[src/rtl/fsn_fifo.sv]
// fsn_fifo: two-entry queue for one transaction type
// depends on nothing but the type it is given
module fsn_fifo #(
  parameter type T = logic
) (
  input  logic clk,
  input  logic rst_n,
  input  logic push,
  input  T     din,
  output logic full,
  input  logic pop,
  output T     dout,
  output logic empty
);

  T           slot_r [2];
  logic       wp_r;
  logic       rp_r;
  logic [1:0] cnt_r;
  logic       do_push;
  logic       do_pop;

  assign full    = (cnt_r == 2'd2);
  assign empty   = (cnt_r == 2'd0);
  assign do_push = push && !full;
  assign do_pop  = pop && !empty;
  assign dout    = slot_r[rp_r];

  always_ff @(posedge clk) begin
    if (do_push) begin
      slot_r[wp_r] <= din;
    end
  end

  always_ff @(posedge clk) begin
    if (!rst_n) begin
      wp_r  <= 1'b0;
      rp_r  <= 1'b0;
      cnt_r <= 2'd0;
    end else begin
      if (do_push) begin
        wp_r <= ~wp_r;
      end
      if (do_pop) begin
        rp_r <= ~rp_r;
      end
      if (do_push && !do_pop) begin
        cnt_r <= cnt_r + 2'd1;
      end else if (do_pop && !do_push) begin
        cnt_r <= cnt_r - 2'd1;
      end
    end
  end

endmodule

[config.mk]
export PLATFORM = sky130hd
export DESIGN_NAME = fsn_fifo
export DESIGN_NICKNAME = d
export VERILOG_FILES = /design/src/rtl/fsn_fifo.sv
export SDC_FILE = /design/constraint.sdc
export NUM_CORES = 1
export LEC_CHECK = 0
export BUFFER_PORTS_ARGS = -buffer_cell sky130_fd_sc_hd__buf_2
export CAP_MARGIN = 25
export CORE_AREA = 2 2 39 41
export DETAILED_ROUTE_END_ITERATION = 16
export DIE_AREA = 0 0 41 43
export GPL_TIMING_DRIVEN = 0
export PLACE_DENSITY_LB_ADDON = 0.08
export SYNTH_ARGS = -nofsm -noshare
export SYNTH_HDL_FRONTEND = slang
export SYNTH_SLANG_ARGS = --single-unit
[constraint.sdc]
create_clock -name clk -period 2.3 [get_ports clk]
set_input_delay 0 -clock clk [delete_from_list [all_inputs] [get_ports clk]]
set_output_delay 0 -clock clk [all_outputs]
set_load 0.01 [all_outputs]
==> results.txt <==
The number of inserted filler cells in the final layout is 147. Data on the critical path arrives at its endpoint at between 1.5 and 2 ns. The area share of fa/ha/maj cells after synthesis is 0.0410. The data required time of the critical path came out at 2.48 ns.

In this run, synthesis inferred 2 flip-flops with an integrated enable. Input and output buffers added on the ports amount to 7. The width of the chip came out at 41 um. The final number of hold-violating endpoints is 0. In this run the tightest slew margin relative to its limit is 0.861. The critical path is of the reg2reg type.

The CTS root buffer is sky130_fd_sc_hd__clkbuf_4. Broken down by cell family, the worst path's largest delay share belongs to simple AND/OR/NAND/NOR gates. The slowest stage of the critical path is the sky130_fd_sc_hd__dfxtp_1 cell.

The number of failing setup endpoints in the final timing report came out at 0. The clock reaches the later pin of the worst-skew pair after 0.25 ns. The violation count after the first detailed-route iteration came out at 3.

The number of global-route vias before repair is 205. For this configuration, the core starts out at a cell density of 0.221. The combinational fraction of design power came out at 0.371. For this design the static power due to leakage is 0.172 nW. After the flow finishes, the layout carries non-filler instances totaling 56. The depth of the CTS H-tree is 1. The placed instances occupy a cell area of 360 um^2. 8 I/O pins were placed. The tool flagged a number of max-cap violations equal to 0. The highest fanout seen on the critical path is 5. The first-pass GRT wire length is 745 um. Clock-pin slew was measured on the worst setup and hold paths at 0.05 ns. By count the netlist is led by sky130_fd_sc_hd__dfxtp_1, sky130_fd_sc_hd__and2_1, sky130_fd_sc_hd__edfxtp_1, sky130_fd_sc_hd__nor2_1, sky130_fd_sc_hd__xnor2_1. The register share of total power came out at 0.400. The distinct cell type count after synthesis came out at 19. The signal on the critical path passes through nand2b_1 -> inv_2 -> nor2_1 -> ha_1 -> or3_1 -> a21boi_1. Counting I/O delays and the setup requirement, the final critical path takes between 1.5 and 2 ns. The detailed placement HPWL is 365 um. The number of iterations in the first detailed-routing pass is 2. The remaining number of nets flagged by the antenna check after routing came out at 0. In the final routed layout, each cell accounts on average for 8.30 um. The combinational family with the most area after synthesis is simple AND/OR/NAND/NOR gates. The summed negative setup slack over all endpoints came out at 0 ns. After routing the design area is 397 um^2. The path class of the tightest hold or removal check is in2reg. The net switching share of the total power came out at 0.320. The cell with the most instances after synthesis is sky130_fd_sc_hd__dfxtp_1. The die span in y is 43 um. The flow ran to the end, and the final reports show no timing, DRC or antenna violations. The max-slew violation count came to 0.

The simple-gate share of the synthesized area came out at 0.180. The clock tree buffer depth came out at 2. For this run, the total global-route usage over all layers was measured as 0.0744. Setup repair after global routing left no endpoint under its margin. The synthesized instance count came out at 28. The die covers approximately 1800 um^2. The instance count after placement with tap cells included is 51. In the final layout, the multi-input gates occupy 138 um^2. The share of the synthesized netlist area taken by xor and xnor gates is 0.0861. After synthesis, the cell types taking the most area are sky130_fd_sc_hd__dfxtp_1, sky130_fd_sc_hd__edfxtp_1, sky130_fd_sc_hd__and2_1, sky130_fd_sc_hd__xnor2_1, sky130_fd_sc_hd__ha_1. The worst setup path is captured at a flop. The number of buffers and inverters on the critical path is 1. Power spread over the standard cell area amounts to between 1000 and 1500 nW/um^2. The number of buffers created by CTS is 3. Summing over every cut layer, the via total after detailed routing is roughly 230. The setup skew after layout is 0.000996 ns. The site row count is 14. The final design utilization is 0.287. The fraction of final layout cells with drive strength greater than 1 is 0.325. In the finished design, the share of the clock period the worst path needs comes to 0.687. The post-synthesis sequential element count came out at 7. For this run, the leading register cell type out of synthesis is sky130_fd_sc_hd__dfxtp_1. The area share of the leading cell type in the synthesized netlist is 0.328. The analysis attributes to net switching a power of 0.000154 W. The internal power of the cells totals 0.000326 W.

The area taken by flip-flops and latches came out at 160 um^2. The multiplexer area fraction after synthesis is 0.0369. In the routed design, unresolved DRC markers number 0. The share of synthesized registers carrying an async set or reset is 0. The maximum vdd drop is 374 uV.

The peak clock frequency supported by timing is 633 MHz. The number of sinks driven by the clock tree came out at 7. Counting every net in the synthesized netlist gives 34. The final-stage net count came out at 47.

The peak per-stage delay on the critical path came out at 0.41 ns. The smallest setup slack after layout is between 0.7 and 0.8 ns. The routed wire length is 465 um. The element type at the critical path start is a flop. The post-synthesis compound-gate area fraction is 0.107.

The transition time at the pin with the least slew margin came out at 0.207 ns. The number of vias per cell came out at 4.05. The repair_antennas step left the layout with diodes totalling 0. The synthesized netlist occupies a cell area of 305 um^2. Entering global routing, the biggest net connects 6 pins. Before CTS, the worst setup slack after placement is 0.710 ns. The relative area change from synthesis to final layout came out at 29.9%. The initial antenna violation count was 0. The total area inside the core boundary comes to 1380 um^2. The synthesized design spends more area on one cell type than any other, namely sky130_fd_sc_hd__dfxtp_1. The weighted congestion at the end of routability-driven global placement came out at 0.713.

The power share of the clock group is 0.229. The sequential share of the synthesized area came out at 0.525. The aggregate global routing overflow is 0. TritonCTS built the clock tree. The number of warnings reported in the yosys synthesis log is 0. The post-synthesis area per instance came out at ~11 um^2.
==> stage by stage <==
| step | hold WS [ns] | total power (W) |
|---|---|---|
| CTS | 0.00181 | 0.000492 |
| global route | 0.00487 | 0.000525 |
| floorplan | 0.0989 | 0.000325 |
| finish | 0.00644 | 0.000479 |
| global placement | 0.189 | 0.000368 |
| detailed placement | 0.194 | 0.000373 |
==> cell families (layout without fill, tap and decap cells) <==
family	Yosys count	count (layout)
simple gates	9	9
xor+xnor	3	3
compound gates	5	5
flops	7	7
mux	1	1
buf+inv	2	14
fa+ha+maj	1	1
==> what timing repair did <==
action                                  in CTS  in global routing
endpoints found under the hold margin        2                  0
hold buffers                                 1                  0
resized for setup                            0                  0
setup buffers                                0                  0
endpoints found under the setup margin       0                  0
==> area by class of cell <==
class	instances	share of cell area
Timing Repair Buffer	8	0.114
Sequential cell	7	0.404
Multi-Input combinational cell	19	0.347
Inverter	2	0.0189
Tap cell	16	0.0505
Clock buffer	4	0.0662
==> layout by cell type, fill, tap and decap left out <==
cell type	instances
sky130_fd_sc_hd__clkbuf_1	1
sky130_fd_sc_hd__inv_1	1
sky130_fd_sc_hd__ha_1	1
sky130_fd_sc_hd__xor2_1	1
sky130_fd_sc_hd__and3_1	1
sky130_fd_sc_hd__edfxtp_1	2
sky130_fd_sc_hd__nor3_2	1
sky130_fd_sc_hd__dlygate4sd3_1	1
sky130_fd_sc_hd__and2_1	3
sky130_fd_sc_hd__a21boi_1	1
sky130_fd_sc_hd__or3_1	1
sky130_fd_sc_hd__o21a_1	1
sky130_fd_sc_hd__a21boi_0	1
sky130_fd_sc_hd__o21ai_0	1
sky130_fd_sc_hd__o21ai_1	1
sky130_fd_sc_hd__nor2_1	2
sky130_fd_sc_hd__xnor2_1	2
sky130_fd_sc_hd__buf_2	7
sky130_fd_sc_hd__dfxtp_1	5
sky130_fd_sc_hd__mux2_2	1
sky130_fd_sc_hd__clkbuf_4	3
sky130_fd_sc_hd__nand2b_1	1
sky130_fd_sc_hd__inv_2	1
==> routing by layer <==
layer	vias up	routed length [um]	track usage
met5	-	0	0
li1	120	-	-
met1	104	201	0.0647
met3	0	21	0.0471
met4	0	0	0.100
met2	3	242	0.0938
==> path summary, 6_finish.rpt <==
| path | from | to | slack (ns) | cells after the start |
|---|---|---|---|---|
| setup / recovery | cnt_r[0] | cnt_r[1] | 0.72 | 6 |
| hold / removal | rst_n | wp_r | 0.006 | 2 |
| setup reg to reg | cnt_r[0] | cnt_r[1] | 0.72 | 6 |
| hold reg to reg | cnt_r[1] | cnt_r[1] | 0.52 | 2 |
==> power by group through the flow <==
stage | clock, W | sequential, W | combinational [W]
after detailed placement | 0 | 0.000194 | 0.000178
after global placement | 0 | 0.000194 | 0.000175
final | 0.000110 | 0.000192 | 0.000178
after floorplan | 0 | 0.000189 | 0.000136
after CTS | 0.000118 | 0.000192 | 0.000181
after global routing | 0.000127 | 0.000197 | 0.000200
Note: power is estimated with default switching activity, not from simulation.
