--- config.mk ---
export PLATFORM = sky130hd
export DESIGN_NAME = fsn_front
export DESIGN_NICKNAME = d
export VERILOG_FILES = /design/src/rtl/fsn_pkg.sv /design/src/rtl/fsn_fifo.sv /design/src/rtl/fsn_front.sv
export SDC_FILE = /design/constraint.sdc
export NUM_CORES = 1
export LEC_CHECK = 0
export ABC_CLOCK_PERIOD_IN_PS = 3200
export BUFFER_PORTS_ARGS = -buffer_cell sky130_fd_sc_hd__buf_2
export CELL_PAD_IN_SITES_DETAIL_PLACEMENT = 1
export CELL_PAD_IN_SITES_GLOBAL_PLACEMENT = 1
export CORE_UTILIZATION = 39
export DETAILED_ROUTE_END_ITERATION = 10
export MAX_ROUTING_LAYER = met4
export PLACE_DENSITY_LB_ADDON = 0.1
export SYNTH_ARGS = -nofsm -noshare
export SYNTH_HDL_FRONTEND = slang
export SYNTH_SLANG_ARGS = --single-unit
--- constraint.sdc ---
create_clock -name clk -period 3.2 [get_ports clk]
set_input_delay 0.48 -clock clk [delete_from_list [all_inputs] [get_ports clk]]
set_output_delay 0.48 -clock clk [all_outputs]
set_load 0.05 [all_outputs]
--- src/rtl/fsn_pkg.sv ---
// fsn_pkg: types and fixed constants for the fractal simplex noise block
// no dependencies; used by fsn_front, fsn_engine and the top level
package fsn_pkg;

  localparam int COORD_BITS   = 12;
  localparam int PERM_ENTRIES = 256;
  localparam int PERM_W       = 8;
  localparam int CFG_IDX_W    = 1;
  localparam int CFG_DATA_W   = 16;

  localparam logic [CFG_IDX_W-1:0] CFG_OCTAVE_COUNT  = 1'd0;
  localparam logic [CFG_IDX_W-1:0] CFG_INVERSE_SCALE = 1'd1;

  localparam logic [3:0]  OCTAVE_RESET  = 4'd3;
  localparam logic [15:0] INV_SCALE_RST = 16'd1638;

  localparam logic [0:0] OP_RESEED = 1'b0;
  localparam logic [0:0] OP_SAMPLE = 1'b1;

  localparam logic [31:0] LCG_MUL = 32'd1664525;
  localparam logic [31:0] LCG_ADD = 32'd1013904223;
  localparam logic [14:0] SKEW_F2   = 15'd23988;
  localparam logic [13:0] UNSKEW_G2 = 14'd13849;

  localparam logic signed [15:0] TH_WATER = -16'sd9830;
  localparam logic signed [15:0] TH_DIRT  = -16'sd1638;
  localparam logic signed [15:0] TH_GRASS = 16'sd14746;

  localparam logic [1:0] TERRAIN_WATER = 2'd0;
  localparam logic [1:0] TERRAIN_DIRT  = 2'd1;
  localparam logic [1:0] TERRAIN_GRASS = 2'd2;
  localparam logic [1:0] TERRAIN_STONE = 2'd3;

  typedef enum logic {
    CMD_RESEED = 1'b0,
    CMD_SAMPLE = 1'b1
  } cmd_kind_t;

  typedef struct packed {
    logic [0:0]            opcode;
    logic [31:0]           seed_value;
    logic [COORD_BITS-1:0] x_coord;
    logic [COORD_BITS-1:0] y_coord;
  } in_item_t;

  typedef struct packed {
    logic [0:0]         is_sample;
    logic signed [15:0] noise_value;
    logic [1:0]         terrain_class;
  } out_item_t;

  typedef struct packed {
    cmd_kind_t             kind;
    logic [31:0]           seed;
    logic [COORD_BITS-1:0] x;
    logic [COORD_BITS-1:0] y;
  } cmd_t;

  localparam logic [7:0] BASE_TABLE [PERM_ENTRIES] = '{
    8'd151,8'd160,8'd137,8'd91,8'd90,8'd15,8'd131,8'd13,
    8'd201,8'd95,8'd96,8'd53,8'd194,8'd233,8'd7,8'd225,
    8'd140,8'd36,8'd103,8'd30,8'd69,8'd142,8'd8,8'd99,
    8'd37,8'd240,8'd21,8'd10,8'd23,8'd190,8'd6,8'd148,
    8'd247,8'd120,8'd234,8'd75,8'd0,8'd26,8'd197,8'd62,
    8'd94,8'd252,8'd219,8'd203,8'd117,8'd35,8'd11,8'd32,
    8'd57,8'd177,8'd33,8'd88,8'd237,8'd149,8'd56,8'd87,
    8'd174,8'd20,8'd125,8'd136,8'd171,8'd168,8'd68,8'd175,
    8'd74,8'd165,8'd71,8'd134,8'd139,8'd48,8'd27,8'd166,
    8'd77,8'd146,8'd158,8'd231,8'd83,8'd111,8'd229,8'd122,
    8'd60,8'd211,8'd133,8'd230,8'd220,8'd105,8'd92,8'd41,
    8'd55,8'd46,8'd245,8'd40,8'd244,8'd102,8'd143,8'd54,
    8'd65,8'd25,8'd63,8'd161,8'd1,8'd216,8'd80,8'd73,
    8'd209,8'd76,8'd132,8'd187,8'd208,8'd89,8'd18,8'd169,
    8'd200,8'd196,8'd135,8'd130,8'd116,8'd188,8'd159,8'd86,
    8'd164,8'd100,8'd109,8'd198,8'd173,8'd186,8'd3,8'd64,
    8'd52,8'd217,8'd226,8'd250,8'd124,8'd123,8'd5,8'd202,
    8'd38,8'd147,8'd118,8'd126,8'd255,8'd82,8'd85,8'd212,
    8'd207,8'd206,8'd59,8'd227,8'd47,8'd16,8'd58,8'd17,
    8'd182,8'd189,8'd28,8'd42,8'd223,8'd183,8'd170,8'd213,
    8'd119,8'd248,8'd152,8'd2,8'd44,8'd154,8'd163,8'd70,
    8'd221,8'd153,8'd101,8'd155,8'd167,8'd43,8'd172,8'd9,
    8'd129,8'd22,8'd39,8'd253,8'd19,8'd98,8'd108,8'd110,
    8'd79,8'd113,8'd224,8'd232,8'd178,8'd185,8'd112,8'd104,
    8'd218,8'd246,8'd97,8'd228,8'd251,8'd34,8'd242,8'd193,
    8'd238,8'd210,8'd144,8'd12,8'd191,8'd179,8'd162,8'd241,
    8'd81,8'd51,8'd145,8'd235,8'd249,8'd14,8'd239,8'd107,
    8'd49,8'd192,8'd214,8'd31,8'd181,8'd199,8'd106,8'd157,
    8'd184,8'd84,8'd204,8'd176,8'd115,8'd121,8'd50,8'd45,
    8'd127,8'd4,8'd150,8'd254,8'd138,8'd236,8'd205,8'd93,
    8'd222,8'd114,8'd67,8'd29,8'd24,8'd72,8'd243,8'd141,
    8'd128,8'd195,8'd78,8'd66,8'd215,8'd61,8'd156,8'd180
  };

endpackage

--- src/rtl/fsn_fifo.sv ---
// fsn_fifo: two-entry queue for one transaction type
// depends on nothing but the type it is given
module fsn_fifo #(
  parameter type T = logic
) (
  input  logic clk,
  input  logic rst_n,
  input  logic push,
  input  T     din,
  output logic full,
  input  logic pop,
  output T     dout,
  output logic empty
);

  T           slot_r [2];
  logic       wp_r;
  logic       rp_r;
  logic [1:0] cnt_r;
  logic       do_push;
  logic       do_pop;

  assign full    = (cnt_r == 2'd2);
  assign empty   = (cnt_r == 2'd0);
  assign do_push = push && !full;
  assign do_pop  = pop && !empty;
  assign dout    = slot_r[rp_r];

  always_ff @(posedge clk) begin
    if (do_push) begin
      slot_r[wp_r] <= din;
    end
  end

  always_ff @(posedge clk) begin
    if (!rst_n) begin
      wp_r  <= 1'b0;
      rp_r  <= 1'b0;
      cnt_r <= 2'd0;
    end else begin
      if (do_push) begin
        wp_r <= ~wp_r;
      end
      if (do_pop) begin
        rp_r <= ~rp_r;
      end
      if (do_push && !do_pop) begin
        cnt_r <= cnt_r + 2'd1;
      end else if (do_pop && !do_push) begin
        cnt_r <= cnt_r - 2'd1;
      end
    end
  end

endmodule

--- src/rtl/fsn_front.sv ---
// fsn_front: input side; decodes each transaction into a command and queues it
// depends on fsn_pkg and fsn_fifo
module fsn_front (
  input  logic              clk,
  input  logic              rst_n,
  input  logic              push,
  output logic              full,
  input  fsn_pkg::in_item_t in_item,
  output logic              cmd_valid,
  input  logic              cmd_pop,
  output fsn_pkg::cmd_t     cmd
);

  fsn_pkg::cmd_t dec;
  logic          q_empty;

  always_comb begin
    dec.kind = (in_item.opcode == fsn_pkg::OP_RESEED) ? fsn_pkg::CMD_RESEED
                                                      : fsn_pkg::CMD_SAMPLE;
    dec.seed = in_item.seed_value;
    dec.x    = in_item.x_coord;
    dec.y    = in_item.y_coord;
  end

  fsn_fifo #(.T(fsn_pkg::cmd_t)) u_cmd_q (
    .clk   (clk),
    .rst_n (rst_n),
    .push  (push),
    .din   (dec),
    .full  (full),
    .pop   (cmd_pop),
    .dout  (cmd),
    .empty (q_empty)
  );

  assign cmd_valid = !q_empty;

endmodule

==> impl_results.md <==
* Largest net degree at the start of global routing at 49
* Crit path max fanout at 48
* Core area at 0.01084 mm^2
* Clock Skew at 0.007014 ns
* Row count at 38
* Worst reg-to-reg setup slack at 1.58 ns
* # port buffers at 119
* First-pass GRT wire length at 12.73 mm
* Clock buffer count from CTS at 17
* Pint at 3605 uW
* 1st-pass router iterations at 4
* Worst-Margin Slew at 0.4231 ns
* Post-CTS setup buffers at 0
* Clock root cell: clkbuf_8
* Peak supply drop at 0.4994 mV
* Final nets at 401
* EDFF count, synth at 114
* Vias in the first global route at 2480
* # resized after CTS at 0
* Antenna violations before repair at 0
* Hold Path Class: in -> reg
* Setup CP Type: reg -> out
* Total congestion overflow at 0
* CP arrival at 1.94 ns
* Final setup vio count at 0
* Synth unique cells at 24
* Reg power frac at 36.3%
* Fin. Hold Viols at 0
* Max-slew violation count at 0
* Clock sinks at 119
* # diodes at 0
* Final ANT Viol Nets at 0
* Worst-path clk slew at 0.06 ns
* Vias at 2317
* Worst path cell trace: buf_12 -> mux2_2 -> buf_2
* PD cells at 986.6 mW/mm^2
* Vias/cell at 4.709
* RR Endpoint: u_cmd_q.cnt_r[1]$_SDFFE_PN0P_
* Sum Neg Setup Slack at 0 ns
* DR WL/cell at 17.05 um
* DIE WIDTH at 107.6 um
* DRC violations left at 0
* Final Cell Area at 0.005690 mm^2
* # H-tree levels at 4
* Async set or reset register ratio after synthesis at 0%
* Rel. slew slack at 71.80%
* WP data required at 2.72 ns
* HPWL after DPL at 5.384 mm
* Post-Synthesis Cell Area at 0.004353 mm^2
* Area Overhead vs Synth at 30.73%
* #FFs+latches synth at 119
* Syn avg cell area at 21.55 um^2
* DP Area at 0.005131 mm^2
* Sequential share of the synthesized area at 80.94%
* Clock power frac at 32.0%
* Fmax at 0.4130 GHz
* Routability-driven placement congestion ratio at 0.6813
* Switching Share at 35.78%
* Sink of the worst hold path: u_cmd_q.slot_r[0][4]$_DFFE_PP_
* Worst Setup End Kind: primary output
* Worst setup SP type: flop
* P_leak at 0.002161 uW
* Switching power at 2009 uW
* Syn_nets at 264
* Initial drt markers at 101
* CP peak stage delay at 0.48 ns
* Hold Crit Depth at 1
* Initial Util at 40.15%
* Worst-path cell with the longest stage delay: dfxtp_2
* Combinational share of power at 31.7%
* Latest clock arrival within the worst-skew pair at 0.51 ns
* GR Util All Layers at 15.88%
* R2r startpoint: u_cmd_q.cnt_r[0]$_SDFFE_PN0P_
* Die area at 0.01159 mm^2
* Max Cap Viol at 0
* Hold path start: in_item[4]
* Primary FF master, synth: edfxtp_1
* Worst reg2reg path depth at 6
* Final period util at 75.67%
* Ys Warns at 0
* Clock buffer depth at 2
* Routed wire length at 8.391 mm
* Layout cells sized above 1 at 51.70%
* Number of hold buffers added after cts at 0
* Final Critical Period at 2.421 ns
* DIE HEIGHT at 107.6 um
* Gate Count Post-Synth at 202
* CTS tree: built
* Unrepaired setup endpoints after global routing: false
* Status: complete, no violations
* I/O pins at 120
-- worst max-delay path, delay by kind of cell (launching register included) --
family	cells	cell delay (ns)
buffers and inverters	2	0.52
DFF	1	0.48
muxes	1	0.39
-- per-stage QoR --
stage | total power [uW] | hold slack [ns] | utilization [%] | worst slack [ns] | cells
after floorplan | 3471 | 0.4785 | - | 0.6976 | 202
after detailed placement | 3876 | 0.5171 | 47.33 | 1.276 | 460
after global placement | 3859 | 0.5051 | 47.33 | 1.289 | 460
after global routing | 5828 | 0.1385 | 52.49 | 0.6913 | 492
final | 5614 | 0.1590 | 52.49 | 0.7786 | 492
after CTS | 5691 | 0.1306 | 52.49 | 0.7252 | 492
-- area by class of cell --
type / count / area (um^2)
clock buffers: 20 / 425.4
clock inverters: 12 / 133.9
fillers: 1024 / 5150
inverters: 2 / 7.507
multi-input cells: 75 / 778.2
flip-flops and latches: 119 / 3525
well taps: 140 / 175.2
repair buffers: 124 / 645.6
-- power groups by stage --
stage,clock network (uW),logic [uW],registers [uW]
after floorplan,0,1430,2040
after detailed placement,0,1800,2070
final,1800,1780,2040
after global routing,1900,1870,2060
after global placement,0,1800,2060
after CTS,1840,1810,2040
-- metal layers --
layer	part of all wire (%)	up-vias	GRT usage, %	wire [um]
li1	-	1066	-	-
met1	43	1169	18.26	3598
met2	51	71	25.23	4260
met3	4.9	11	4.722	410
met4	1.5	0	8.219	122
met5	0	-	-	0
-- Yosys cell counts, drive strengths merged, types with 2 or more instances --
master  count  share of area [%]
inv         2               0.17
dfxtp       5                2.3
o21ai       2               0.23
mux2       57                 15
and2        3               0.43
buf         6                1.2
xnor2       2               0.40
edfxtp    114                 79
a21boi      2               0.35
-- logic make-up after synthesis --
logic type	Yosys count	share of synthesized area (%)
AOI/OAI and AO/OA	5	0.7473
xor gates and xnor gates	3	0.6037
adders and majority gates	1	0.2874
buffers and inverters	8	1.351
DFF	119	80.94
muxes	57	14.75
and+or+nand+nor	9	1.323
-- registers in the layout, indices dropped and copies added (netlist names), named ones only --
| name | flops |
|---|---|
| u_cmd_q.wp_r | 1 |
| u_cmd_q.rp_r | 1 |
| u_cmd_q.cnt_r | 2 |
| u_cmd_q.slot_r | 114 |
-- worst max-delay path by stage --
stage / cells past startpoint / end
after floorplan: 3 / u_cmd_q.slot_r[0][0]$_DFFE_PP_
after global placement: 3 / cmd[0]
after detailed placement: 3 / cmd[0]
after CTS: 3 / cmd[3]
after global routing: 3 / cmd[6]
final: 3 / cmd[3]
-- placed cells by master (no fill, tap or decap), types with 3 or more instances in the layout --
master	synthesis	final
clkinv_1	0	3
dfxtp_1	5	4
buf_4	1	4
clkbuf_1	0	3
buf_2	2	119
bufinv_16	0	3
edfxtp_1	114	114
clkbuf_16	0	16
mux2_1	30	30
and2_1	3	3
clkinv_2	0	5
mux2_2	27	27
Note: power is estimated with default switching activity, not from simulation.
